$ cat config.mk
export PLATFORM = sky130hd
export DESIGN_NAME = motor_speed_pid_step
export DESIGN_NICKNAME = d
export VERILOG_FILES = /design/src/rtl/msps_pkg.sv /design/src/rtl/motor_speed_pid_step.sv
export VERILOG_INCLUDE_DIRS = /design/src /design/src/rtl
export SDC_FILE = /design/constraint.sdc
export NUM_CORES = 2
export LEC_CHECK = 0
export BUFFER_PORTS_ARGS = -buffer_cell sky130_fd_sc_hd__buf_4
export CAP_MARGIN = 10
export CORE_MARGIN = 1.5
export CORE_UTILIZATION = 52
export CTS_CLUSTER_DIAMETER = 30
export DETAILED_ROUTE_END_ITERATION = 8
export PLACE_DENSITY_LB_ADDON = 0.25
export SLEW_MARGIN = 20
export SYNTH_ARGS = -nofsm -noshare
export SYNTH_HDL_FRONTEND = slang
export SYNTH_SLANG_ARGS = --single-unit
$ cat constraint.sdc
create_clock -name clk -period 7.5 [get_ports clk]
set_input_delay 0.75 -clock clk [delete_from_list [all_inputs] [get_ports clk]]
set_output_delay 0.75 -clock clk [all_outputs]
set_load 0.02 [all_outputs]
$ cat src/rtl/motor_speed_pid_step_assert.svh
// Assertion macros for the motor speed PID tick block.
// Each macro expands to one labeled concurrent assertion on clk, gated by rst_n.
`ifndef MOTOR_SPEED_PID_STEP_ASSERT_SVH
`define MOTOR_SPEED_PID_STEP_ASSERT_SVH

// Same-cycle implication.
`define MSPS_ASSERT_IMP(lbl, ante, cons, msg) \
  lbl: assert property (@(posedge clk) disable iff (!rst_n) (ante) |-> (cons)) \
    else $error(msg);

// Next-cycle implication.
`define MSPS_ASSERT_NXT(lbl, ante, cons, msg) \
  lbl: assert property (@(posedge clk) disable iff (!rst_n) (ante) |=> (cons)) \
    else $error(msg);

`endif

$ cat src/rtl/msps_pkg.sv
package msps_pkg;

  localparam int MSPS_MOTOR_COUNT = 4;

  localparam int CFG_IDX_W  = 3;
  localparam int CFG_DATA_W = 16;

  typedef enum logic [CFG_IDX_W-1:0] {
    CFG_GAIN_P      = 3'd0,
    CFG_GAIN_I      = 3'd1,
    CFG_GAIN_D      = 3'd2,
    CFG_INT_LIMIT   = 3'd3,
    CFG_SPEED_SCALE = 3'd4
  } msps_cfg_t;

  localparam logic signed [15:0] RST_GAIN_P      = 16'sd256;
  localparam logic signed [15:0] RST_GAIN_I      = 16'sd0;
  localparam logic signed [15:0] RST_GAIN_D      = 16'sd0;
  localparam logic [14:0]        RST_INT_LIMIT   = 15'd150;
  localparam logic [7:0]         RST_SPEED_SCALE = 8'd75;

  // Restoring divider: one quotient bit per step over the 40-bit product.
  localparam int DIV_STEPS = 40;
  localparam int DIV_CNT_W = 6;

  // Subtract passes needed to wrap a 2-bit channel number.
  localparam int WRAP_STEPS = 3;

  localparam logic [7:0] DRIVE_MAX = 8'd255;

  typedef enum logic [2:0] {
    ST_IDLE,
    ST_MUL,
    ST_DIV,
    ST_SPD,
    ST_ERR,
    ST_SUM,
    ST_GAIN,
    ST_FIN
  } msps_state_t;

endpackage

$ cat src/rtl/motor_speed_pid_step.sv
// Speed PID tick for MOTOR_COUNT motor channels, one item at a time.
// The 40-step restoring divider (one quotient bit per cycle) takes most of
// each item's time. A new item is accepted only after the previous one is
// in the output register; a stalled result side holds new items off.
// Reset (rst_n low, synchronous): sequencer idle, no result pending, gains,
// limit and scale at their defaults, per-channel sum, error and target zero.
module motor_speed_pid_step
  import msps_pkg::*;
#(
  parameter int MOTOR_COUNT = MSPS_MOTOR_COUNT
) (
  input  logic                  clk,
  input  logic                  rst_n,
  // configuration write port
  input  logic                  cfg_we,
  input  logic [CFG_IDX_W-1:0]  cfg_index,
  input  logic [CFG_DATA_W-1:0] cfg_data,
  // input items
  input  logic                  in_valid,
  output logic                  in_stall,
  input  logic [1:0]            in_motor_index,
  input  logic signed [15:0]    in_target_speed,
  input  logic signed [31:0]    in_pulse_count,
  input  logic [31:0]           in_elapsed_time,
  // result items
  output logic                  out_valid,
  input  logic                  out_stall,
  output logic signed [8:0]     out_drive_level,
  output logic signed [15:0]    out_measured_speed,
  output logic signed [15:0]    out_speed_error,
  output logic                  out_divide_fault
);

  localparam int CH_W   = (MOTOR_COUNT > 1) ? $clog2(MOTOR_COUNT) : 1;
  localparam int WRAP_W = 5;

  // ---------------------------------------------------------------------
  // Shared configuration registers
  // ---------------------------------------------------------------------
  logic signed [15:0] gain_p_r;
  logic signed [15:0] gain_i_r;
  logic signed [15:0] gain_d_r;
  logic [14:0]        lim_r;
  logic [7:0]         scale_r;

  always_ff @(posedge clk) begin
    if (!rst_n) begin
      gain_p_r <= RST_GAIN_P;
      gain_i_r <= RST_GAIN_I;
      gain_d_r <= RST_GAIN_D;
      lim_r    <= RST_INT_LIMIT;
      scale_r  <= RST_SPEED_SCALE;
    end else if (cfg_we) begin
      case (msps_cfg_t'(cfg_index))
        CFG_GAIN_P:      gain_p_r <= cfg_data;
        CFG_GAIN_I:      gain_i_r <= cfg_data;
        CFG_GAIN_D:      gain_d_r <= cfg_data;
        CFG_INT_LIMIT:   lim_r    <= cfg_data[14:0];
        CFG_SPEED_SCALE: scale_r  <= cfg_data[7:0];
        default: begin
          // drop writes to unused indexes
        end
      endcase
    end
  end

  // ---------------------------------------------------------------------
  // Sequencer
  // ---------------------------------------------------------------------
  msps_state_t state_r, state_nxt;

  logic                 in_acc;
  logic                 load_out;
  logic                 out_valid_r;
  logic [DIV_CNT_W-1:0] cnt_r;
  logic [1:0]           gcnt_r;

  always_ff @(posedge clk) begin
    if (!rst_n) begin
      state_r <= ST_IDLE;
    end else begin
      state_r <= state_nxt;
    end
  end

  always_comb begin
    state_nxt = state_r;
    in_stall  = 1'b1;
    load_out  = 1'b0;
    case (state_r)
      ST_IDLE: begin
        in_stall = 1'b0;
        if (in_valid) state_nxt = ST_MUL;
      end
      ST_MUL: state_nxt = ST_DIV;
      ST_DIV: begin
        if (cnt_r == DIV_CNT_W'(DIV_STEPS - 1)) state_nxt = ST_SPD;
      end
      ST_SPD: state_nxt = ST_ERR;
      ST_ERR: state_nxt = ST_SUM;
      ST_SUM: state_nxt = ST_GAIN;
      ST_GAIN: begin
        if (gcnt_r == 2'd3) state_nxt = ST_FIN;
      end
      ST_FIN: begin
        // hold the finished item until the output register frees up
        load_out = !out_valid_r || !out_stall;
        if (load_out) state_nxt = ST_IDLE;
      end
      default: state_nxt = ST_IDLE;
    endcase
  end

  assign in_acc = in_valid && !in_stall;

  // ---------------------------------------------------------------------
  // Channel wrap: motor_index modulo MOTOR_COUNT by repeated subtraction
  // ---------------------------------------------------------------------
  logic [WRAP_W-1:0] wrap_idx;

  always_comb begin
    wrap_idx = WRAP_W'(in_motor_index);
    for (int k = 0; k < WRAP_STEPS; k++) begin
      if (wrap_idx >= WRAP_W'(MOTOR_COUNT)) wrap_idx = wrap_idx - WRAP_W'(MOTOR_COUNT);
    end
  end

  // ---------------------------------------------------------------------
  // Datapath registers
  // ---------------------------------------------------------------------
  logic [CH_W-1:0]    ch_r;
  logic signed [15:0] tgt_r;
  logic               neg_r;
  logic               fault_r;
  logic [31:0]        pmag_r;
  logic [31:0]        div_r;
  logic [39:0]        quo_r;
  logic [31:0]        rem_r;
  logic signed [15:0] speed_r;
  logic signed [15:0] err_r;
  logic [14:0]        sum_r;
  logic signed [16:0] diff_r;
  logic signed [32:0] prod_r;
  logic signed [34:0] acc_r;

  // per-channel controller state
  logic [14:0]        int_sum_r  [MOTOR_COUNT];
  logic signed [15:0] prev_err_r [MOTOR_COUNT];
  logic signed [15:0] prev_tgt_r [MOTOR_COUNT];

  // magnitude of the pulse count; the most negative count maps to 2^31
  logic [31:0] pmag_in;
  assign pmag_in = in_pulse_count[31] ? (~in_pulse_count + 32'd1) : in_pulse_count;

  // pulses * scale, unsigned magnitude, fits 40 bits
  logic [39:0] spd_prod;
  assign spd_prod = pmag_r * scale_r;

  // one restoring divide step
  logic [32:0] rem_sh;
  logic [32:0] rem_sub;
  logic        q_bit;
  logic [31:0] rem_nxt;

  always_comb begin
    rem_sh  = {rem_r, quo_r[39]};
    rem_sub = rem_sh - {1'b0, div_r};
    q_bit   = !rem_sub[32];
    rem_nxt = q_bit ? rem_sub[31:0] : rem_sh[31:0];
  end

  // saturate the quotient into a signed 16-bit speed; zero time forces 0
  logic signed [15:0] speed_nxt;

  always_comb begin
    if (fault_r) begin
      speed_nxt = 16'sd0;
    end else if (neg_r) begin
      if (quo_r > 40'd32768) speed_nxt = -16'sd32768;
      else                   speed_nxt = -$signed(quo_r[15:0]);
    end else begin
      if (quo_r > 40'd32767) speed_nxt = 16'sd32767;
      else                   speed_nxt = $signed(quo_r[15:0]);
    end
  end

  // saturated speed error
  logic signed [16:0] err_wide;
  logic signed [15:0] err_nxt;

  always_comb begin
    err_wide = 17'(tgt_r) - 17'(speed_r);
    if (err_wide > 17'sd32767)       err_nxt = 16'sd32767;
    else if (err_wide < -17'sd32768) err_nxt = -16'sd32768;
    else                             err_nxt = err_wide[15:0];
  end

  // integral update and derivative difference for the current channel
  logic [15:0]        abs_e;
  logic [14:0]        sum_base;
  logic [16:0]        sum_wide;
  logic [14:0]        sum_nxt;
  logic signed [16:0] diff_nxt;

  always_comb begin
    abs_e    = err_r[15] ? (~err_r + 16'd1) : err_r;
    // a new target restarts the integral
    sum_base = (tgt_r != prev_tgt_r[ch_r]) ? 15'd0 : int_sum_r[ch_r];
    sum_wide = 17'(sum_base) + 17'(abs_e);
    sum_nxt  = (sum_wide > 17'(lim_r)) ? lim_r : sum_wide[14:0];
    diff_nxt = 17'(err_r) - 17'(prev_err_r[ch_r]);
  end

  // shared gain multiplier: Kp*e, then Ki*sum, then Kd*diff
  logic signed [15:0] mul_a;
  logic signed [16:0] mul_b;
  logic signed [32:0] mul_p;

  always_comb begin
    case (gcnt_r)
      2'd0: begin
        mul_a = gain_p_r;
        mul_b = 17'(err_r);
      end
      2'd1: begin
        mul_a = gain_i_r;
        mul_b = $signed({2'b00, sum_r});
      end
      2'd2: begin
        mul_a = gain_d_r;
        mul_b = diff_r;
      end
      default: begin
        mul_a = 16'sd0;
        mul_b = 17'sd0;
      end
    endcase
    mul_p = mul_a * mul_b;
  end

  // Q27.8 accumulator (35 bits, 8 fraction bits) to drive magnitude, then apply the error's sign
  logic signed [34:0] acc_sh;
  logic [7:0]         mag;
  logic signed [8:0]  drive_nxt;

  always_comb begin
    acc_sh = acc_r >>> 8;
    if (acc_r <= 35'sd0)            mag = 8'd0;
    else if (acc_sh > 35'sd255)     mag = DRIVE_MAX;
    else                            mag = acc_sh[7:0];
    if (err_r > 16'sd0)             drive_nxt = $signed({1'b0, mag});
    else if (err_r < 16'sd0)        drive_nxt = -$signed({1'b0, mag});
    else                            drive_nxt = 9'sd0;
  end

  always_ff @(posedge clk) begin
    case (state_r)
      ST_IDLE: begin
        if (in_acc) begin
          ch_r    <= wrap_idx[CH_W-1:0];
          tgt_r   <= in_target_speed;
          neg_r   <= in_pulse_count[31];
          pmag_r  <= pmag_in;
          div_r   <= in_elapsed_time;
          fault_r <= (in_elapsed_time == 32'd0);
        end
      end
      ST_MUL: begin
        quo_r <= spd_prod;
        rem_r <= 32'd0;
        cnt_r <= '0;
      end
      ST_DIV: begin
        // shift one quotient bit in per cycle
        quo_r <= {quo_r[38:0], q_bit};
        rem_r <= rem_nxt;
        cnt_r <= cnt_r + DIV_CNT_W'(1);
      end
      ST_SPD: speed_r <= speed_nxt;
      ST_ERR: err_r   <= err_nxt;
      ST_SUM: begin
        sum_r  <= sum_nxt;
        diff_r <= diff_nxt;
        prod_r <= 33'sd0;
        acc_r  <= 35'sd0;
        gcnt_r <= 2'd0;
      end
      ST_GAIN: begin
        // product registered, accumulated on the next step
        prod_r <= mul_p;
        acc_r  <= acc_r + 35'(prod_r);
        gcnt_r <= gcnt_r + 2'd1;
      end
      default: begin
      end
    endcase
  end

  always_ff @(posedge clk) begin
    if (!rst_n) begin
      for (int i = 0; i < MOTOR_COUNT; i++) begin
        int_sum_r[i]  <= 15'd0;
        prev_err_r[i] <= 16'sd0;
        prev_tgt_r[i] <= 16'sd0;
      end
    end else if (state_r == ST_SUM) begin
      int_sum_r[ch_r]  <= sum_nxt;
      prev_err_r[ch_r] <= err_r;
      prev_tgt_r[ch_r] <= tgt_r;
    end
  end

  // ---------------------------------------------------------------------
  // Output register: frees as soon as the result side takes the item
  // ---------------------------------------------------------------------
  logic signed [8:0]  drive_r;
  logic signed [15:0] o_speed_r;
  logic signed [15:0] o_err_r;
  logic               o_fault_r;

  always_ff @(posedge clk) begin
    if (!rst_n) begin
      out_valid_r <= 1'b0;
    end else if (load_out) begin
      out_valid_r <= 1'b1;
    end else if (!out_stall) begin
      out_valid_r <= 1'b0;
    end
  end

  always_ff @(posedge clk) begin
    if (load_out) begin
      drive_r   <= drive_nxt;
      o_speed_r <= speed_r;
      o_err_r   <= err_r;
      o_fault_r <= fault_r;
    end
  end

  assign out_valid          = out_valid_r;
  assign out_drive_level    = drive_r;
  assign out_measured_speed = o_speed_r;
  assign out_speed_error    = o_err_r;
  assign out_divide_fault   = o_fault_r;

  // ---------------------------------------------------------------------
  // Assertions
  // ---------------------------------------------------------------------
`include "motor_speed_pid_step_assert.svh"

  `MSPS_ASSERT_NXT(a_busy_after_accept, in_acc, in_stall, "input not held off after accept")
  `MSPS_ASSERT_NXT(a_sum_capped, state_r == ST_SUM, sum_r <= lim_r, "integral above limit")
  `MSPS_ASSERT_IMP(a_fault_zero_speed, out_valid && out_divide_fault, out_measured_speed == 16'sd0, "fault with nonzero speed")
  `MSPS_ASSERT_IMP(a_zero_err_no_drive, out_valid && out_speed_error == 16'sd0, out_drive_level == 9'sd0, "drive without error")

endmodule

==> results.py <==
metrics = {
    "drt": {
        "post-route-drc-count": 0,
        "route.detailed.wl_per_inst_um": 20.1,
        "drtAntennaViolNets": 0,
        "routed_wl_mm": 133,
        "drt_iter0_markers": 3482,
        "first_pass_iters": 6,
        "viasPerCell": 5.64,
        "vias": 37200,
    },
    "die": {
        "io_pins": 150,
        "rows": 112,
        "start_util_pct": 52.7,
        "die_height_um": 311,
        "core_um2": 93700,
        "die_x_um": 311,
        "dieArea_um2": 96800,
    },
    "timing": {
        "slew_headroom_pct": 28.7,
        "finalSetupViolCount": 0,
        "hold_violations": 0,
        "finalCritPeriodShare_pct": 97.4,
        "worst_slack_ns": 0.192,
        "max_clock_freq_mhz": 137,
        "holdWs_ns": 0.188,
        "min_period_ns": 7.31,
        "rsz0062_at_grt": "yes",
        "worst_clock_skew_ns": 0.0392,
        "worstMarginPinSlew_ns": 1.07,
        "drv_slew": 0,
    },
    "pwr": {
        "cellLeakagePower_nw": 25.4,
        "p_int_mw": 10.3,
        "p_sw_mw": 5.35,
        "pwr-share-clk_pct": 37.8,
        "fin_total_pwr_mw": 15.7,
        "powerDensity_nw_per_um2": 269,
        "ir_worst_vdd_mv": 0.236,
        "combPwrFrac_pct": 33.4,
        "p_seq_share_pct": 28.8,
        "switching_share_pct": 34.1,
    },
    "placement": {
        "preCtsSetupSlack_ns": -0.184,
        "gp_congestion": 0.985,
        "dpl.hpwl_mm": 100,
        "portBuffers": 149,
    },
    "global_route": {
        "grt_util_all_layers_pct": 27.6,
        "grt_overflow": 0,
        "grt_use_met1_pct": 36.1,
        "grt_max_degree": 84,
        "use_met3_pct": 4.65,
        "grt_pass1_wl_mm": 210,
        "grtUsageMet2_pct": 46.3,
        "grt_pass1_vias": 38100,
        "antenna_found_initial": 7,
        "grt-busiest-layer": "met2",
    },
    "worst_setup_path": {
        "slowest_delay_ns": 0.54,
        "reg2reg_to": "prod_r[31]$_SDFFCE_PN0P_",
        "crit_family": "adder cells",
        "critPathLaunchType": "flop",
        "cp-end-kind": "flop",
        "path_max_fanout": 6,
        "cp_common_cell": "fa_1",
        "cp-endpoint": "prod_r[31]$_SDFFCE_PN0P_",
        "critical_path_class": "reg -> reg",
        "rr_startpoint": "gcnt_r[0]$_SDFFCE_PN0P_",
        "r2r_setup_slack_ns": 0.19,
        "crit_required_ns": 7.96,
        "crit_path_start": "gcnt_r[0]$_SDFFCE_PN0P_",
        "crit_arrival_ns": 7.77,
        "crit_cells": 30,
        "cp_slowest_cell": "fa_1",
        "crit_buf_inv": 9,
        "r2r_cells": 30,
    },
    "clock_network": {
        "root_buffer": "clkbuf_16",
        "insertion_delay_ns": 0.75,
        "clockBufferDepth": 3,
        "cts.sink_count": 603,
        "cts_tree": "done",
        "cts_max_level": 4,
        "cts.reportedPaths.clkPinSlew_ns": 0.05,
        "cts_made_buffers": 136,
        "postCtsHoldBufs": 0,
    },
    "yosys": {
        "yosys_most_used_dff": "edfxtp_1",
        "netlist_instances": 4930,
        "syn_nets": 5778,
        "ys_warn_count": 0,
        "synthXorXnorAreaFrac_pct": 3.49,
        "synth_edf_count": 526,
        "synthAdderAreaFrac_pct": 25.9,
        "synth-compound-area-share_pct": 10.6,
        "synthSimpleGateAreaFrac_pct": 16.0,
        "yosysSeqAreaShare_pct": 35.1,
        "synth_area_per_cell_um2": 10.0,
        "synth_area_um2": 49400,
        "synth_mux_area_share_pct": 2.51,
        "async_flop_share_pct": 0,
        "ys_types": 78,
        "synth-seq-cells": 603,
        "synth_top_family_by_area": "adder cells",
    },
    "finish": {
        "regArea_um2": 17300,
        "fillerInstances": 7667,
        "layout_common_cells": "inv_1 (649), nand2_1 (587), edfxtp_1 (526)",
        "area_delta_synth_final_pct": 17.9,
        "nets": 6083,
        "drive_above_1_share_pct": 14.6,
        "multiInputGateArea_um2": 29300,
        "final_common_cell": "inv_1",
    },
    "run": {
        "max-cap-violations": 0,
    },
    "worst_hold_path": {
        "hp-class": "in -> reg",
        "min_from": "in_target_speed[1]",
    },
    "run_status": {
        "status": "finished, final reports clean",
    },
}
metal layers:
metal  up-vias  routed length, um
li1      17300                  -
met1     18400              55200
met2      1306              64000
met3       250               9410
met4         6               4130
met5         -                 55
final cells by class:
class | count | share of cell area (%)
multi-input cells | 3472 | 50.3
flip-flops and latches | 603 | 29.8
clock buffers | 152 | 6.02
repair buffers | 362 | 4.96
inverters | 660 | 4.26
well taps | 1254 | 2.69
clock inverters | 98 | 1.94
diodes | 3 | 0.0129
flip-flops by register name (all words and copies together), names as in the netlist, 16 cells and up, named ones only:
name                cells
pmag_r                 32
rem_r                  32
quo_r                  40
gain_p_r               16
div_r                  32
prod_r                 33
acc_r                  35
prev_tgt_r             64
speed_r                16
diff_r                 17
gain_i_r               16
out_speed_error        16
int_sum_r              60
err_r                  16
gain_d_r               16
prev_err_r             64
tgt_r                  16
out_measured_speed     16
through the flow:
step,setup TNS (ns),instances,util [%],area (um2)
final,0,6604,62.1,58200
after global routing,-0.156,6601,62.1,58200
after detailed placement,-0.586,6324,56.4,52900
after global placement,-0.906,6324,56.4,52900
after floorplan,0,4930,-,49400
after CTS,0,6574,61.4,57500
cells by family after synthesis:
family                   Yosys count
buffers and inverters            855
AO/OA/AOI/OAI                    802
multiplexers                      66
XOR/XNOR                         197
adder cells (fa/ha/maj)          744
AND/OR/NAND/NOR                 1663
flip-flops                       603
cell usage after synthesis (20+ instances only):
| cell type | number | share of area [%] |
|---|---|---|
| a211oi_1 | 34 | 0.52 |
| a21boi_0 | 74 | 1.1 |
| a21o_1 | 68 | 1.0 |
| a21oi_1 | 225 | 2.3 |
| a31oi_1 | 29 | 0.37 |
| and2_1 | 225 | 2.9 |
| and3_1 | 53 | 0.67 |
| clkbuf_1 | 176 | 1.3 |
| dfxtp_1 | 77 | 3.1 |
| edfxtp_1 | 526 | 32 |
| fa_1 | 461 | 19 |
| ha_1 | 281 | 7.1 |
| inv_1 | 660 | 5.0 |
| mux4_2 | 46 | 2.1 |
| nand2_1 | 598 | 4.5 |
| nand2b_1 | 51 | 0.65 |
| nand3_1 | 65 | 0.66 |
| nand4_1 | 20 | 0.25 |
| nor2_1 | 394 | 3.0 |
| nor2b_1 | 47 | 0.60 |
| nor3_1 | 61 | 0.62 |
| nor4_1 | 31 | 0.39 |
| o21a_1 | 27 | 0.41 |
| o21ai_0 | 148 | 1.5 |
| o21bai_1 | 20 | 0.30 |
| o31ai_1 | 30 | 0.46 |
| or2_2 | 27 | 0.34 |
| or3_1 | 43 | 0.54 |
| xnor2_1 | 123 | 2.2 |
| xor2_1 | 74 | 1.3 |
power by group through the flow:
stage	combinational [mW]	clock [mW]	sequential (mW)
after global placement	5.07	0	4.56
after global routing	5.87	6.15	4.56
after detailed placement	5.17	0	4.57
final	5.23	5.92	4.52
after CTS	5.22	5.98	4.52
after floorplan	3.96	0	4.43
repair_timing:
item / in CTS / in global routing
gates resized for setup: 5 / 104
cloned: 0 / 3
buffers inserted: 0 / 24
endpoints found under the setup margin: 7 / 85
pin swaps: 1 / 57
how the worst min path moves through the flow:
stage / to / slack, ns / depth (start not counted)
after floorplan: out_divide_fault$_DFFE_PP_ / 0.42 / 0
after global placement: out_measured_speed[13]$_DFFE_PP_ / 0.44 / 0
after detailed placement: out_measured_speed[13]$_DFFE_PP_ / 0.46 / 0
after CTS: tgt_r[9]$_DFFE_PP_ / 0.14 / 1
after global routing: tgt_r[11]$_DFFE_PP_ / 0.16 / 1
final: tgt_r[1]$_DFFE_PP_ / 0.19 / 1
Power figures use the tool's default switching activity.
